[config.mk]
export PLATFORM = sky130hd
export DESIGN_NAME = cdir_outreg
export DESIGN_NICKNAME = d
export VERILOG_FILES = /design/src/hw/rtl/assert_macros.svh /design/src/hw/rtl/cdir_pkg.sv /design/src/hw/rtl/cdir_outreg.sv
export SDC_FILE = /design/constraint.sdc
export NUM_CORES = 1
export LEC_CHECK = 0
export ABC_AREA = 1
export CAP_MARGIN = 15
export CORE_AREA = 2 2 40 42
export CTS_CLUSTER_DIAMETER = 150
export DETAILED_ROUTE_END_ITERATION = 12
export DIE_AREA = 0 0 42 44
export DONT_BUFFER_PORTS = 1
export PLACE_DENSITY = 0.59
export SLEW_MARGIN = 0
export SYNTH_ARGS = -nofsm -noshare
export SYNTH_HDL_FRONTEND = slang
export SYNTH_SLANG_ARGS = --single-unit
[constraint.sdc]
create_clock -name i_clk -period 2 [get_ports i_clk]
set_input_delay 0 -clock i_clk [delete_from_list [all_inputs] [get_ports i_clk]]
set_output_delay 0 -clock i_clk [all_outputs]
set_load 0.03 [all_outputs]
[src/hw/rtl/assert_macros.svh]
// Assertion helpers used by the RTL.
`ifndef ASSERT_MACROS_SVH
`define ASSERT_MACROS_SVH

// Same-cycle implication, disabled while reset is low.
`define ASSERT_IMPLY(lbl, clk, rst_n, ante, cons) \
    lbl: assert property (@(posedge clk) disable iff (!(rst_n)) (ante) |-> (cons)) \
        else $error("assertion failed: lbl");

// Next-cycle implication, disabled while reset is low.
`define ASSERT_NEXT(lbl, clk, rst_n, ante, cons) \
    lbl: assert property (@(posedge clk) disable iff (!(rst_n)) (ante) |=> (cons)) \
        else $error("assertion failed: lbl");

`endif

[src/hw/rtl/cdir_pkg.sv]
`timescale 1ns / 1ps
// ----------------------------------------------------------------------------
// cdir_pkg
// Types, constants and helpers of the coherence directory.
// ----------------------------------------------------------------------------
package cdir_pkg;

    localparam int NUM_CACHES      = 8;
    localparam int LINE_INDEX_BITS = 10;
    localparam int SHARER_W        = 8;
    localparam int CACHE_ID_W      = 3;
    localparam int STATE_W         = 2;

    localparam logic [SHARER_W-1:0] HOLDER_MASK =
        (NUM_CACHES >= SHARER_W) ? {SHARER_W{1'b1}} : SHARER_W'((1 << NUM_CACHES) - 1);

    localparam logic [STATE_W-1:0] MODE_I = 2'd0;
    localparam logic [STATE_W-1:0] MODE_S = 2'd1;
    localparam logic [STATE_W-1:0] MODE_E = 2'd2;
    localparam logic [STATE_W-1:0] MODE_M = 2'd3;

    localparam logic KIND_DOWNGRADE = 1'b0;
    localparam logic KIND_GRANT     = 1'b1;

    typedef struct packed {
        logic [STATE_W-1:0]         mode;
        logic [CACHE_ID_W-1:0]      requester;
        logic [LINE_INDEX_BITS-1:0] line_index;
    } t_req;

    typedef struct packed {
        logic                       kind;
        logic [CACHE_ID_W-1:0]      target;
        logic [STATE_W-1:0]         new_state;
        logic                       safe;
        logic [LINE_INDEX_BITS-1:0] line_out;
        logic                       last;
    } t_rsp;

    typedef struct packed {
        logic [SHARER_W-1:0]   sharers;
        logic                  owner_valid;
        logic [CACHE_ID_W-1:0] owner_id;
        logic                  shared_flag;
        logic                  read_only;
        logic                  modified_flag;
    } t_entry;

    localparam int ENTRY_W = $bits(t_entry);

    localparam t_entry ENTRY_RESET = '{
        sharers:       '0,
        owner_valid:   1'b0,
        owner_id:      '0,
        shared_flag:   1'b0,
        read_only:     1'b1,
        modified_flag: 1'b0
    };

    typedef enum logic [1:0] {
        ST_CLEAR,
        ST_IDLE,
        ST_CALC,
        ST_EMIT
    } t_state;

    typedef struct packed {
        logic clearing;
        logic pending;
    } t_status;

    function automatic logic [CACHE_ID_W-1:0] lowest_id(input logic [SHARER_W-1:0] v);
        logic [CACHE_ID_W-1:0] idx;
        idx = '0;
        for (int i = SHARER_W - 1; i >= 0; i--) begin
            if (v[i]) begin
                idx = CACHE_ID_W'(i);
            end
        end
        return idx;
    endfunction

    function automatic logic is_onehot(input logic [SHARER_W-1:0] v);
        return (v != '0) && ((v & (v - SHARER_W'(1))) == '0);
    endfunction

endpackage

[src/hw/rtl/cdir_outreg.sv]
`timescale 1ns / 1ps
// ----------------------------------------------------------------------------
// cdir_outreg
// Output register between the directory engine and the result channel.
// ----------------------------------------------------------------------------
module cdir_outreg (
    input  logic            i_clk,
    input  logic            i_rst_n,
    input  logic            i_res_valid,
    input  cdir_pkg::t_rsp  i_res,
    output logic            o_res_ready,
    output logic            o_out_valid,
    input  logic            i_out_stall,
    output cdir_pkg::t_rsp  o_out
);

    logic           r_valid;
    cdir_pkg::t_rsp r_data;

    assign o_res_ready = !r_valid || !i_out_stall;

    always_ff @(posedge i_clk) begin
        if (!i_rst_n) begin
            r_valid <= 1'b0;
        end else if (o_res_ready) begin
            r_valid <= i_res_valid;
        end
    end

    always_ff @(posedge i_clk) begin
        if (o_res_ready && i_res_valid) begin
            r_data <= i_res;
        end
    end

    assign o_out_valid = r_valid;
    assign o_out       = r_data;

endmodule

Word-level counts from Yosys, hierarchy flattened
Index checks and enable logic that the tools add are counted.
- reduce and logical (&&, ||, !) cells: 4
- operator list (kind ; count):
    1-bit zero test ; 2
    1-bit logical AND ; 1
    1-bit logical OR ; 1
- register bits after elaboration: 19
- input bits: 22
- output and inout port bits: 20
- word-level logic and storage cells: 11

Logic depth before layout (Yosys ltp)
- depth in word-level cells: 3
- mapped depth: 2
- depth with buffers taken out: 2

Worst setup path before layout
No wires, ideal clock.
- path kind: register to register
- start: register r_valid (netlist: o_out_valid)
- end: register r_data, in the netlist o_out[0] (enable)
- setup time: 399 ps
- arrival time: 1374 ps
- data required time: 1601 ps
- slack: 227 ps
- cell stages (with the launch flop): 2
- path buffers: 0
- clock period less this slack: 1773 ps
- cells stage by stage: dfxtp_1 -> a21oi_1
- cells in the longest elaborated chain, start to end: 3
- RTL lines (item ; line ; source):
    from (decl) ; cdir_outreg.sv:17 ; logic r_valid;
    from (signal assigned) ; cdir_outreg.sv:26 ; r_valid <= i_res_valid;
    1-bit zero test ; cdir_outreg.sv:20 ; assign o_res_ready = !r_valid || !i_out_stall;
    1-bit logical OR ; cdir_outreg.sv:20 ;
    1-bit logical AND ; cdir_outreg.sv:31 ; if (o_res_ready && i_res_valid) begin
    to (signal assigned) ; cdir_outreg.sv:32 ; r_data <= i_res;
    to (decl) ; cdir_outreg.sv:18 ; cdir_pkg::t_rsp r_data;
No other way between the ends.
A chain may end at the register's enable or synchronous reset.

Worst setup path in the final report
- start: register r_valid (netlist: o_out_valid)
- end: register r_valid (netlist: o_out_valid)
- cells in the longest elaborated chain, start to end: 2
- RTL lines (item ; line ; source):
    1-bit zero test ; cdir_outreg.sv:20 ;
    1-bit logical OR ; cdir_outreg.sv:20 ;
    named net o_res_ready ; cdir_outreg.sv:11 ; output logic o_res_ready,
The timed path passes the listed nets, and every way through them passes these cells.

==> impl_metrics.tcl <==
set metrics [dict create \
    cts_tree "built" \
    synth_top_area_share 0.919 \
    power_frac_seq 0.691 \
    dr.pass1.iters 3 \
    setup_ws_ns 0.449 \
    drt_iter0_drc 10 \
    min_period_ns 1.55 \
    grt_pass1_wl_mm 1.39 \
    hold_ws_ns 0.123 \
    grt_max_degree 19 \
    drc 0 \
    leakage_nw 0.306 \
    final_hold_viol_count 0 \
    status "finished, final reports clean" \
    fp.dieArea_um2 1850 \
    cp.arrival_ns 1.79 \
    dr.max_layer_used "met4" \
    syn_inst 24 \
    rsz0062_at_grt "no" \
    power_uw 750 \
    synth_area_leaders "edfxtp_1 92%, dfxtp_1 3.4%, a21oi_2 1.5%" \
    combPwrFrac 0.064 \
    clk_path_buf_depth 2 \
    pwr-share-clk 0.245 \
    cp.required_ns 2.24 \
    power.internal_uw 568 \
    ys_seq_area_frac 0.953 \
    power_switching_uw 182 \
    ys_ff_latch 19 \
    swShare 0.242 \
    pin_count 42 \
    final_nets 72 \
    maxSlewViolCount 0 \
    wl_um 998 \
    grt_pass1_vias 332 \
    cp_max_fo 3 \
    dr_wl_met2_um 516 \
    setup_viol 0 \
    setup_tns_ns 0 \
    syn2layout_area_growth_pct 44.0 \
    n_antenna_cell 0 \
    cp-end-kind "register" \
    clock.fmax_mhz 645 \
    met1_length_um 373 \
    synth_top_cell_by_area "edfxtp_1" \
    fin_crit_sh 0.776 \
    clkTransAtPathRegs_ns 0.10 \
    ys_types 6 \
    antenna_found_initial 0 \
    gp_congestion 0.518 \
    grtUsageTotal 0.110 \
    num_vias 312 \
    root_buffer "clkbuf_4" \
    gr-total-overflow 0 \
    dieWidth_um 42 \
    post_cts_buffers 0 \
    cts_made_buffers 3 \
    drive_above_1_share 0.163 \
    met3WireLength_um 90 \
    crit_type "reg2reg" \
    initial_core_util 0.414 \
    layout_commonest_cell "dlygate4sd3_1" \
    place_ws_ns 0.819 \
    relSlewSlack 0.737 \
    cts_sinks 19 \
    vias_per_cell 4.80 \
    cellPowerDensity_nw_per_um2 885 \
    worst_clock_skew_ns 0.00231 \
    vdd_drop_max_uv 437 \
    synthesis.area_um2 588 \
    fill_cells 112 \
    ys.warnings.count 0 \
    min_path_type "in2out" \
    wire_per_inst_um 15.4 \
    startpoint_type "register" \
    detail-route-antenna-nets 0 \
    die_h_um 44 \
    mostFrequentLayoutCells "20 x dlygate4sd3_1, 18 x edfxtp_1, 3 x clkbuf_4" \
    io_buffers 0 \
    syn_nets 46 \
    worstSkewPairLatency_ns 0.29 \
    rows 14 \
    maxCapViolations 0 \
    core_um2 1420 \
    h-tree-depth 1 \
    fin_util 0.597 \
    worstMarginPinSlew_ns 0.394 \
    avgSynthCellArea_um2 24.5 \
]
==> final cells by class <==
class                      count  area [µm²]  area share
sequential                    19         561       0.662
timing repair buffer          21         208       0.245
multi-input combinational      3        23.8      0.0281
clock buffer                   3        22.5      0.0266
tap                           16        20.0      0.0236
inverter                       2        7.51     0.00886
clock inverter                 1        5.00     0.00591
==> path summary, 6_finish.rpt <==
path	cells past startpoint	slack (ns)	from	endpoint
max reg2reg	3	0.45	o_out_valid	o_out_valid
min reg2reg	2	1.03	o_out_valid	o_out[13]
max	3	0.45	o_out_valid	o_out_valid
min	1	0.12	i_out_stall	o_res_ready
==> power by group through the flow <==
stage          registers [mW]  logic (mW)  clock network, mW
2_1_floorplan           0.525      0.0119                  0
3_3_place_gp            0.528      0.0164                  0
3_5_place_dp            0.528      0.0172                  0
4_1_cts                 0.519      0.0484              0.191
5_1_grt                 0.521      0.0517              0.208
6_report                0.518      0.0482              0.184
==> repair_timing <==
item                                    4_1_cts  5_1_grt
endpoints found under the setup margin        0        0
resized for setup                             0        0
hold endpoints to repair                     19        0
hold buffers                                 20        0
==> synth_stat cells <==
master and count:
inv_1 2, dfxtp_1 1, nand2_2 1, a21oi_1 1, edfxtp_1 18, a21oi_2 1
==> kinds of logic after synthesis <==
kind of cell           count (synthesis)  synth area share
DFF                                   19             0.953
and+or+nand+nor                        1            0.0106
buffers and inverters                  2            0.0128
AOI/OAI and AO/OA                      2            0.0234
==> flip-flops by register name (all words and copies together), names as in the netlist <==
name         count
o_out_valid      1
o_out           18
==> layer usage <==
layer	track usage	up-vias
li1	-	143
met1	0.121	143
met2	0.172	22
met3	0.0500	4
met4	0.0774	0
met5	0	-
==> worst max-delay path, stage by stage (launching register included) <==
cell and delay, ns:
dfxtp_1 0.57, nand2_2 0.24, a21oi_2 0.15, dlygate4sd3_1 0.54
==> through the flow <==
step,cell area [µm²],std cells
after floorplan,588,24
after global placement,619,41
after detailed placement,619,41
after CTS,847,65
after global routing,847,65
final,847,65
Power figures use the tool's default switching activity.
