[config.mk]
export PLATFORM = sky130hd
export DESIGN_NAME = cdir_ctrl
export DESIGN_NICKNAME = d
export VERILOG_FILES = /design/src/hw/rtl/assert_macros.svh /design/src/hw/rtl/cdir_pkg.sv /design/src/hw/rtl/cdir_ctrl.sv
export SDC_FILE = /design/constraint.sdc
export NUM_CORES = 1
export LEC_CHECK = 0
export ABC_CLOCK_PERIOD_IN_PS = 7800
export BUFFER_PORTS_ARGS = -buffer_cell sky130_fd_sc_hd__buf_2
export CAP_MARGIN = 0
export CORE_MARGIN = 4
export CORE_UTILIZATION = 30
export CTS_CLUSTER_SIZE = 8
export DETAILED_ROUTE_END_ITERATION = 8
export GPL_TIMING_DRIVEN = 0
export PLACE_DENSITY = 0.52
export SYNTH_ARGS = -nofsm -noshare
export SYNTH_HDL_FRONTEND = slang
export SYNTH_SLANG_ARGS = --single-unit
[constraint.sdc]
create_clock -name i_clk -period 7.8 [get_ports i_clk]
set_clock_uncertainty 0.05 [all_clocks]
set_input_delay 0 -clock i_clk [delete_from_list [all_inputs] [get_ports i_clk]]
set_output_delay 0 -clock i_clk [all_outputs]
set_load 0.01 [all_outputs]
[src/hw/rtl/assert_macros.svh]
// Assertion helpers used by the RTL.
`ifndef ASSERT_MACROS_SVH
`define ASSERT_MACROS_SVH

// Same-cycle implication, disabled while reset is low.
`define ASSERT_IMPLY(lbl, clk, rst_n, ante, cons) \
    lbl: assert property (@(posedge clk) disable iff (!(rst_n)) (ante) |-> (cons)) \
        else $error("assertion failed: lbl");

// Next-cycle implication, disabled while reset is low.
`define ASSERT_NEXT(lbl, clk, rst_n, ante, cons) \
    lbl: assert property (@(posedge clk) disable iff (!(rst_n)) (ante) |=> (cons)) \
        else $error("assertion failed: lbl");

`endif

[src/hw/rtl/cdir_pkg.sv]
`timescale 1ns / 1ps
// ----------------------------------------------------------------------------
// cdir_pkg
// Types, constants and helpers of the coherence directory.
// ----------------------------------------------------------------------------
package cdir_pkg;

    localparam int NUM_CACHES      = 8;
    localparam int LINE_INDEX_BITS = 10;
    localparam int SHARER_W        = 8;
    localparam int CACHE_ID_W      = 3;
    localparam int STATE_W         = 2;

    localparam logic [SHARER_W-1:0] HOLDER_MASK =
        (NUM_CACHES >= SHARER_W) ? {SHARER_W{1'b1}} : SHARER_W'((1 << NUM_CACHES) - 1);

    localparam logic [STATE_W-1:0] MODE_I = 2'd0;
    localparam logic [STATE_W-1:0] MODE_S = 2'd1;
    localparam logic [STATE_W-1:0] MODE_E = 2'd2;
    localparam logic [STATE_W-1:0] MODE_M = 2'd3;

    localparam logic KIND_DOWNGRADE = 1'b0;
    localparam logic KIND_GRANT     = 1'b1;

    typedef struct packed {
        logic [STATE_W-1:0]         mode;
        logic [CACHE_ID_W-1:0]      requester;
        logic [LINE_INDEX_BITS-1:0] line_index;
    } t_req;

    typedef struct packed {
        logic                       kind;
        logic [CACHE_ID_W-1:0]      target;
        logic [STATE_W-1:0]         new_state;
        logic                       safe;
        logic [LINE_INDEX_BITS-1:0] line_out;
        logic                       last;
    } t_rsp;

    typedef struct packed {
        logic [SHARER_W-1:0]   sharers;
        logic                  owner_valid;
        logic [CACHE_ID_W-1:0] owner_id;
        logic                  shared_flag;
        logic                  read_only;
        logic                  modified_flag;
    } t_entry;

    localparam int ENTRY_W = $bits(t_entry);

    localparam t_entry ENTRY_RESET = '{
        sharers:       '0,
        owner_valid:   1'b0,
        owner_id:      '0,
        shared_flag:   1'b0,
        read_only:     1'b1,
        modified_flag: 1'b0
    };

    typedef enum logic [1:0] {
        ST_CLEAR,
        ST_IDLE,
        ST_CALC,
        ST_EMIT
    } t_state;

    typedef struct packed {
        logic clearing;
        logic pending;
    } t_status;

    function automatic logic [CACHE_ID_W-1:0] lowest_id(input logic [SHARER_W-1:0] v);
        logic [CACHE_ID_W-1:0] idx;
        idx = '0;
        for (int i = SHARER_W - 1; i >= 0; i--) begin
            if (v[i]) begin
                idx = CACHE_ID_W'(i);
            end
        end
        return idx;
    endfunction

    function automatic logic is_onehot(input logic [SHARER_W-1:0] v);
        return (v != '0) && ((v & (v - SHARER_W'(1))) == '0);
    endfunction

endpackage

[src/hw/rtl/cdir_ctrl.sv]
`timescale 1ns / 1ps
// ----------------------------------------------------------------------------
// cdir_ctrl
// Directory engine: clearing sweep, read-modify-write of one entry,
// downgrade sequencing and grant.
// ----------------------------------------------------------------------------
module cdir_ctrl (
    input  logic                                 i_clk,
    input  logic                                 i_rst_n,
    input  logic                                 i_in_valid,
    input  cdir_pkg::t_req                       i_in,
    output logic                                 o_in_stall,
    input  logic                                 i_allow_reverse,
    output logic                                 o_ram_we,
    output logic [cdir_pkg::LINE_INDEX_BITS-1:0] o_ram_waddr,
    output logic [cdir_pkg::ENTRY_W-1:0]         o_ram_wdata,
    output logic                                 o_ram_re,
    output logic [cdir_pkg::LINE_INDEX_BITS-1:0] o_ram_raddr,
    input  logic [cdir_pkg::ENTRY_W-1:0]         i_ram_rdata,
    output logic                                 o_res_valid,
    output cdir_pkg::t_rsp                       o_res,
    input  logic                                 i_res_ready,
    output cdir_pkg::t_status                    o_status
);

    cdir_pkg::t_state                        r_state, n_state;
    logic [cdir_pkg::LINE_INDEX_BITS-1:0]    r_clr_cnt;
    cdir_pkg::t_req                          r_req;
    logic [cdir_pkg::SHARER_W-1:0]           r_pend;
    logic                                    r_safe;
    logic [cdir_pkg::STATE_W-1:0]            r_grant;
    logic [cdir_pkg::STATE_W-1:0]            r_dstate;

    logic                                    in_acc;
    logic                                    pend_empty;
    cdir_pkg::t_entry                        cur;
    cdir_pkg::t_entry                        upd;
    logic [cdir_pkg::SHARER_W-1:0]           reqbit;
    logic [cdir_pkg::SHARER_W-1:0]           othermask;
    logic [cdir_pkg::SHARER_W-1:0]           set_old;
    logic [cdir_pkg::SHARER_W-1:0]           set_new;
    logic [cdir_pkg::SHARER_W-1:0]           victims;
    logic                                    safe;
    logic [cdir_pkg::STATE_W-1:0]            grant;
    logic [cdir_pkg::STATE_W-1:0]            dstate;

    assign pend_empty = (r_pend == '0);
    assign in_acc     = i_in_valid && !o_in_stall;

    // entry update
    always_comb begin
        cur       = cdir_pkg::t_entry'(i_ram_rdata);
        upd       = cur;
        reqbit    = (cdir_pkg::SHARER_W'(1) << r_req.requester) & cdir_pkg::HOLDER_MASK;
        othermask = ~(cdir_pkg::SHARER_W'(1) << r_req.requester);
        set_old   = cur.sharers & cdir_pkg::HOLDER_MASK;
        set_new   = set_old;
        victims   = '0;
        grant     = cdir_pkg::MODE_I;
        dstate    = cdir_pkg::MODE_I;

        if (!cur.owner_valid) begin
            upd.owner_valid = 1'b1;
            upd.owner_id    = r_req.requester;
            upd.read_only   = (r_req.mode != cdir_pkg::MODE_M);
        end else begin
            upd.shared_flag = (cur.owner_id != r_req.requester);
            if (r_req.mode == cdir_pkg::MODE_M) begin
                upd.read_only = 1'b0;
            end
        end
        safe = !upd.shared_flag || upd.read_only;

        case (r_req.mode)
            cdir_pkg::MODE_S: begin
                if (cdir_pkg::is_onehot(set_old) && (set_old != reqbit)) begin
                    victims = set_old;
                end
                dstate            = cdir_pkg::MODE_S;
                upd.modified_flag = 1'b0;
                set_new           = set_old | reqbit;
                grant = ((set_new == reqbit) && (reqbit != '0)) ? cdir_pkg::MODE_E
                                                                : cdir_pkg::MODE_S;
            end
            cdir_pkg::MODE_E, cdir_pkg::MODE_M: begin
                victims           = set_old & othermask;
                set_new           = reqbit;
                upd.modified_flag = (r_req.mode == cdir_pkg::MODE_M);
                grant             = r_req.mode;
            end
            default: begin
                if (cur.modified_flag) begin
                    upd.modified_flag = 1'b0;
                    set_new           = '0;
                end else begin
                    set_new = set_old & ~reqbit;
                end
                if (i_allow_reverse && (set_new == '0)) begin
                    upd.owner_valid = 1'b0;
                    upd.owner_id    = '0;
                    upd.shared_flag = 1'b0;
                    upd.read_only   = 1'b1;
                end
            end
        endcase
        upd.sharers = set_new & cdir_pkg::HOLDER_MASK;
    end

    // next state
    always_comb begin
        n_state = r_state;
        case (r_state)
            cdir_pkg::ST_CLEAR: begin
                if (r_clr_cnt == {cdir_pkg::LINE_INDEX_BITS{1'b1}}) begin
                    n_state = cdir_pkg::ST_IDLE;
                end
            end
            cdir_pkg::ST_IDLE: begin
                if (in_acc) begin
                    n_state = cdir_pkg::ST_CALC;
                end
            end
            cdir_pkg::ST_CALC: begin
                n_state = cdir_pkg::ST_EMIT;
            end
            cdir_pkg::ST_EMIT: begin
                if (pend_empty && i_res_ready) begin
                    n_state = in_acc ? cdir_pkg::ST_CALC : cdir_pkg::ST_IDLE;
                end
            end
            default: begin
                n_state = cdir_pkg::ST_CLEAR;
            end
        endcase
    end

    // outputs
    always_comb begin
        o_in_stall  = 1'b1;
        o_ram_we    = 1'b0;
        o_ram_waddr = r_req.line_index;
        o_ram_wdata = upd;
        o_res_valid = 1'b0;
        case (r_state)
            cdir_pkg::ST_CLEAR: begin
                o_ram_we    = 1'b1;
                o_ram_waddr = r_clr_cnt;
                o_ram_wdata = cdir_pkg::ENTRY_RESET;
            end
            cdir_pkg::ST_IDLE: begin
                o_in_stall = 1'b0;
            end
            cdir_pkg::ST_CALC: begin
                o_ram_we = 1'b1;
            end
            cdir_pkg::ST_EMIT: begin
                o_res_valid = 1'b1;
                o_in_stall  = !(pend_empty && i_res_ready);
            end
            default: begin
                o_in_stall = 1'b1;
            end
        endcase

        o_ram_re    = in_acc;
        o_ram_raddr = i_in.line_index;

        o_res.kind      = pend_empty ? cdir_pkg::KIND_GRANT : cdir_pkg::KIND_DOWNGRADE;
        o_res.target    = pend_empty ? r_req.requester : cdir_pkg::lowest_id(r_pend);
        o_res.new_state = pend_empty ? r_grant : r_dstate;
        o_res.safe      = r_safe;
        o_res.line_out  = r_req.line_index;
        o_res.last      = pend_empty;

        o_status.clearing = (r_state == cdir_pkg::ST_CLEAR);
        o_status.pending  = (r_state == cdir_pkg::ST_EMIT) && !pend_empty;
    end

    always_ff @(posedge i_clk) begin
        if (!i_rst_n) begin
            r_state   <= cdir_pkg::ST_CLEAR;
            r_clr_cnt <= '0;
        end else begin
            r_state <= n_state;
            if (r_state == cdir_pkg::ST_CLEAR) begin
                r_clr_cnt <= r_clr_cnt + cdir_pkg::LINE_INDEX_BITS'(1);
            end
        end
    end

    always_ff @(posedge i_clk) begin
        if (in_acc) begin
            r_req <= i_in;
        end
        if (r_state == cdir_pkg::ST_CALC) begin
            r_pend   <= victims;
            r_safe   <= safe;
            r_grant  <= grant;
            r_dstate <= dstate;
        end else if ((r_state == cdir_pkg::ST_EMIT) && !pend_empty && i_res_ready) begin
            r_pend <= r_pend & (r_pend - cdir_pkg::SHARER_W'(1));
        end
    end

endmodule

---- Word level (Yosys, flattened, before mapping) ----
Index checks and enable logic that the tools add are counted.
word-level totals
  register bits after elaboration ......... 40
  bits in latches ......................... 0
  bits in writable memories ............... 0
  memory bits (read-only) ................. 0
  input bits .............................. 35
  output and inout port bits .............. 59
  logic and storage cells ................. 96
  memories ................................ 0
operators by class
  add/sub/neg operators ................... 3
  multiply operators ...................... 0
  div/mod/pow operators ................... 0
  order comparisons ....................... 0
  equality and inequality tests ........... 14
  shift operators ......................... 1
  mux-type cells .......................... 38
  bitwise logic cells ..................... 7
  reductions and logical operators ........ 24
operators with widths
  kind                                                 count
  2-to-1 mux 8 bit                                     5
  bitwise AND 8 bit                                    4
  one-hot mux 8 bit (2 select lines)                   2
  2-to-1 mux 3 bit                                     10
  logical NOT 8 bit                                    3
  NOT 8 bit                                            2
  nonzero test 8 bit                                   2
  subtractor 8 x 1 -> 8 bit, second input constant     2
  2-to-1 mux 15 bit                                    1
  2-to-1 mux 2 bit                                     6
  2-to-1 mux 6 bit                                     2
  adder 10 x 1 -> 10 bit, second input constant        1
  equality test 10 bit, second input constant          1
  2-to-1 mux 10 bit                                    1
  equality test 2 bit, second input constant           4
  equality test 8 bit                                  1
  logical AND 1 bit                                    8
  2-to-1 mux 1 bit                                     8
  inequality test 8 bit                                1
  OR 8 bit                                             1
  one-hot mux 2 bit (4 select lines)                   1
  left shift 1 x 3 -> 8 bit, first input constant      1
  inequality test 2 bit, second input constant         3
  equality test 2 x 1 -> 1 bit, second input constant  2
  other kinds (11)                                     15

---- Longest topological paths before layout ----
  depth in word-level cells ............... 10
  mapped depth ............................ 9
  depth with buffers taken out ............ 8

---- Worst setup path after synthesis ----
OpenSTA, ideal clock, no wires.
  path type ............................... flip-flop to flip-flop
  start point ............................. register r_pend[0] (netlist name)
  end point ............................... register r_req, in the netlist o_res[10], enable pin
  setup time .............................. 0.382 ns
  arrival ................................. 2.076 ns
  required time ........................... 7.368 ns
  path slack .............................. 5.292 ns
  stages on the path, launching flop included .. 5
  buffers on the path ..................... 0
  period minus slack after synthesis ...... 2.508 ns
  path through ............................ edfxtp_1 -> or4_4 -> nor4b_4 -> nand2_2 -> a21oi_2
between the ends
  longest elaborated chain between the ends .. 6
ends and longest elaborated chain
  item                                line              source
  start, declared                     cdir_ctrl.sv:29   logic [cdir_pkg::SHARER_W-1:0] r_pend;
  start signal, assigned              cdir_ctrl.sv:196  r_pend <= victims;
  start signal, assigned              cdir_ctrl.sv:201  r_pend <= r_pend & (r_pend - cdir_pkg::SHARER_W'(1));
  logical NOT 8 bit                   cdir_ctrl.sv:47   assign pend_empty = (r_pend == '0);
  net pend_empty                      cdir_ctrl.sv:35   logic pend_empty;
  logical AND 1 bit                   cdir_ctrl.sv:158  o_in_stall = !(pend_empty && i_res_ready);
  logical NOT 1 bit                   cdir_ctrl.sv:158
  one-hot mux 1 bit (2 select lines)  cdir_ctrl.sv:144  case (r_state)
  logical NOT 1 bit                   cdir_ctrl.sv:48   assign in_acc = i_in_valid && !o_in_stall;
  logical AND 1 bit                   cdir_ctrl.sv:48
  net o_ram_re                        cdir_ctrl.sv:17   output logic o_ram_re,
  end signal, assigned                cdir_ctrl.sv:193  r_req <= i_in;
  end, declared                       cdir_ctrl.sv:28   cdir_pkg::t_req r_req;
The timed path passes the listed nets, and every way through them passes these cells.
A chain may end at the register's enable or synchronous reset.

---- Final worst setup path ----
  start point ............................. register r_pend[0] (netlist name)
  end point ............................... output port o_ram_re
between the ends
  longest elaborated chain between the ends .. 6
ends and longest elaborated chain
  item                                line
  logical NOT 8 bit                   cdir_ctrl.sv:47
  net pend_empty                      cdir_ctrl.sv:35
  logical AND 1 bit                   cdir_ctrl.sv:158
  logical NOT 1 bit                   cdir_ctrl.sv:158
  one-hot mux 1 bit (2 select lines)  cdir_ctrl.sv:144
  logical NOT 1 bit                   cdir_ctrl.sv:48
  logical AND 1 bit                   cdir_ctrl.sv:48
  end, declared                       cdir_ctrl.sv:17
The timed path passes the listed nets, and every way through them passes these cells.

==> flow_summary.ini <==
[run_status]
outcome = finished clean

[critical_path]
path_class = reg2out
startpoint_type = register
reg2reg_to = r_req[12]$_DFFE_PP_
reg2regPathDepth = 4
cp_max_fo = 17
end_kind = output port
startpoint = r_pend[0]$_SDFFCE_PP0P_
cp_data_required_time_ns = 7.75
critPathArrivalTime_ns = 3.01
rr_startpoint = r_pend[0]$_SDFFCE_PP0P_
reg2reg_setup_slack_ns = 4.93

[cells_and_area]
diodes = 0
fill_cells = 937
fin_cells = 549
synthToLayoutAreaGrowth_pct = 31.2
finalNetCount = 478
multi_input_area_um2 = 1520
drive_gt1_frac = 0.343
seqCellArea_um2 = 1050

[yosys]
synth_edf_count = 27
yosysMostFrequentCell = edfxtp_1
yosys-top-cells-area = edfxtp_1 (29%), ha_1 (11%), dfxtp_1 (8.5%)
syn_inst = 302
synthArstFlopShare = 0
synth_ff_type = edfxtp_1
ys_seq_area_frac = 0.370
synth_warnings = 0
yosysTopAreaCell = edfxtp_1
netlist_area_um2 = 2840
yosys_register_bits = 39
ys_types = 49
synthTopCellsByCount = edfxtp_1 (27), ha_1 (24), buf_4 (23), nand2_1 (23)
yosys.area.top_type_share = 0.285
syn_avg_cell_area_um2 = 9.41
syn-num-nets = 361

[cts]
hold_buffers = 18
cts_max_level = 2
post_cts_buffers = 0
numCtsBuffers = 5
clkSlewWorstSetupHoldPaths_ns = 0.07
clk_latency_ns = 0.29
cts_tree = done
cts_resized = 0
clockRootBuffer = clkbuf_8
clock_path_buffers = 2
cts_sinks = 39

[floorplan]
dieArea_um2 = 11100
io_pins = 94
start_util = 0.308
core_um2 = 9240
die_y_um = 105
rows = 35
die_w_um = 105

[place]
port-buffer-count = 92
gp_congestion = 0.813
dp_worst_setup_slack_ns = 4.87
place_inst = 523
dpl.hpwl_um = 5970

[global_route]
antenna_found_initial = 0
track_usage = 0.139
grt_max_degree = 18
grt_pass1_vias = 2568
gr-total-overflow = 0
grt_pass1_wl_um = 12600

[sta]
fin_ws_ns = 4.74
min_period_ns = 3.06
worst_hold_slack_ns = 0.0461
setup_viol = 0
finalCritPeriodShare = 0.393
rsz0062_at_grt = false
fin_tns_setup_ns = 0
hold_violations = 0
finalMaxSlewViolations = 0
slew_headroom = 0.307
fmax_mhz = 327
worst_slew_pin_slew_ns = 1.04

[routing]
wirelength_um = 7740
ant_nets = 0
num_vias = 2540
dr.pass1.iters = 4
drc_errors = 0
drtIter0Drc = 109
viasPerCell = 4.63
wire_per_inst_um = 14.1

[hold_path]
hold_start = i_ram_rdata[9]
holdPathStages = 2
hold_path.class = in2reg
whs_endpoint = r_pend[2]$_DFFE_PP_

[pwr]
p_leak_uw = 0.00163
power_density_nw_per_um2 = 110
ir_drop_uv = 72.8
power.total_uw = 410

[flow_run]
drv_cap = 0
[per-layer routing]
layer	up-vias	part of all wire	global-route usage
met5	-	0	0
met4	0	0.0056	0.0253
met3	2	0.051	0.0227
met2	77	0.45	0.226
met1	1163	0.49	0.195
li1	1298	-	-
[worst max-delay path by stage]
stage	slack, ns	cells after the start	to
after floorplan	5.29	4	o_res[10]$_DFFE_PP_
after global placement	4.89	4	o_res[6]$_DFFE_PP_
after detailed placement	4.87	4	o_res[5]$_DFFE_PP_
after CTS	4.68	5	o_ram_re
after global routing	4.54	5	o_ram_re
final	4.74	5	o_ram_re
[cells by family after synthesis]
family	Yosys count	share of synthesized area
mux	15	0.0581
flops	39	0.370
fa+ha+maj	24	0.106
xor+xnor	10	0.0308
simple gates	111	0.215
buf+inv	50	0.0969
compound gates	53	0.123
[per-stage QoR]
stage               utilization  instance area, µm²
detailed placement        0.375                3460
floorplan                     -                2840
CTS                       0.404                3730
finish                    0.404                3730
global route              0.404                3730
global placement          0.375                3460
[cell usage in the layout, fill, tap and decap left out, types with 2 or more instances in the layout]
cell	Yosys	layout
a32oi_1	2	2
edfxtp_1	27	27
xnor2_1	8	8
ha_1	24	24
nor2b_1	3	3
inv_1	17	17
nor3_1	4	4
or2_2	3	3
buf_2	1	93
a21o_1	5	5
o31ai_1	2	2
dlygate4sd3_1	0	18
o21ai_0	13	13
clkbuf_8	0	5
o211ai_1	4	4
nor4_1	7	7
nand4_1	6	6
a31oi_1	5	5
buf_4	23	23
mux2_2	12	12
xor2_1	2	2
a21oi_1	8	8
clkbuf_1	9	10
or3_1	7	7
nor2_1	13	13
nand3b_1	3	3
and2_1	8	8
dfxtp_1	12	12
nand2b_1	8	8
nand3_1	17	17
mux2i_1	3	3
a21boi_0	4	4
and3_1	2	2
nand2_1	23	23
[worst max-delay path: stages (launching register included)]
cell	delay (ns)
edfxtp_1	0.46
or4_4	0.61
nor4b_4	0.44
nand2_2	0.14
a21oi_2	0.80
buf_2	0.28
[area by class of cell]
class | instances | area share
multi-input cells | 213 | 0.406
repair buffers | 110 | 0.172
clock inverters | 2 | 0.00336
well taps | 129 | 0.0433
flip-flops and latches | 39 | 0.282
inverters | 17 | 0.0171
clock buffers | 6 | 0.0195
plain buffers | 33 | 0.0567
[registers in the layout (all words and copies together) (netlist names)]
name,flops
r_dstate,1
r_clr_cnt,10
r_grant,2
r_pend,8
r_state,2
o_res,10
r_safe,1
r_req,5
[power by group]
group          internal [µW]  switching (µW)
clock network           62.6            74.8
logic                   27.1            23.1
registers                221            1.62
Power figures use the tool's default switching activity.
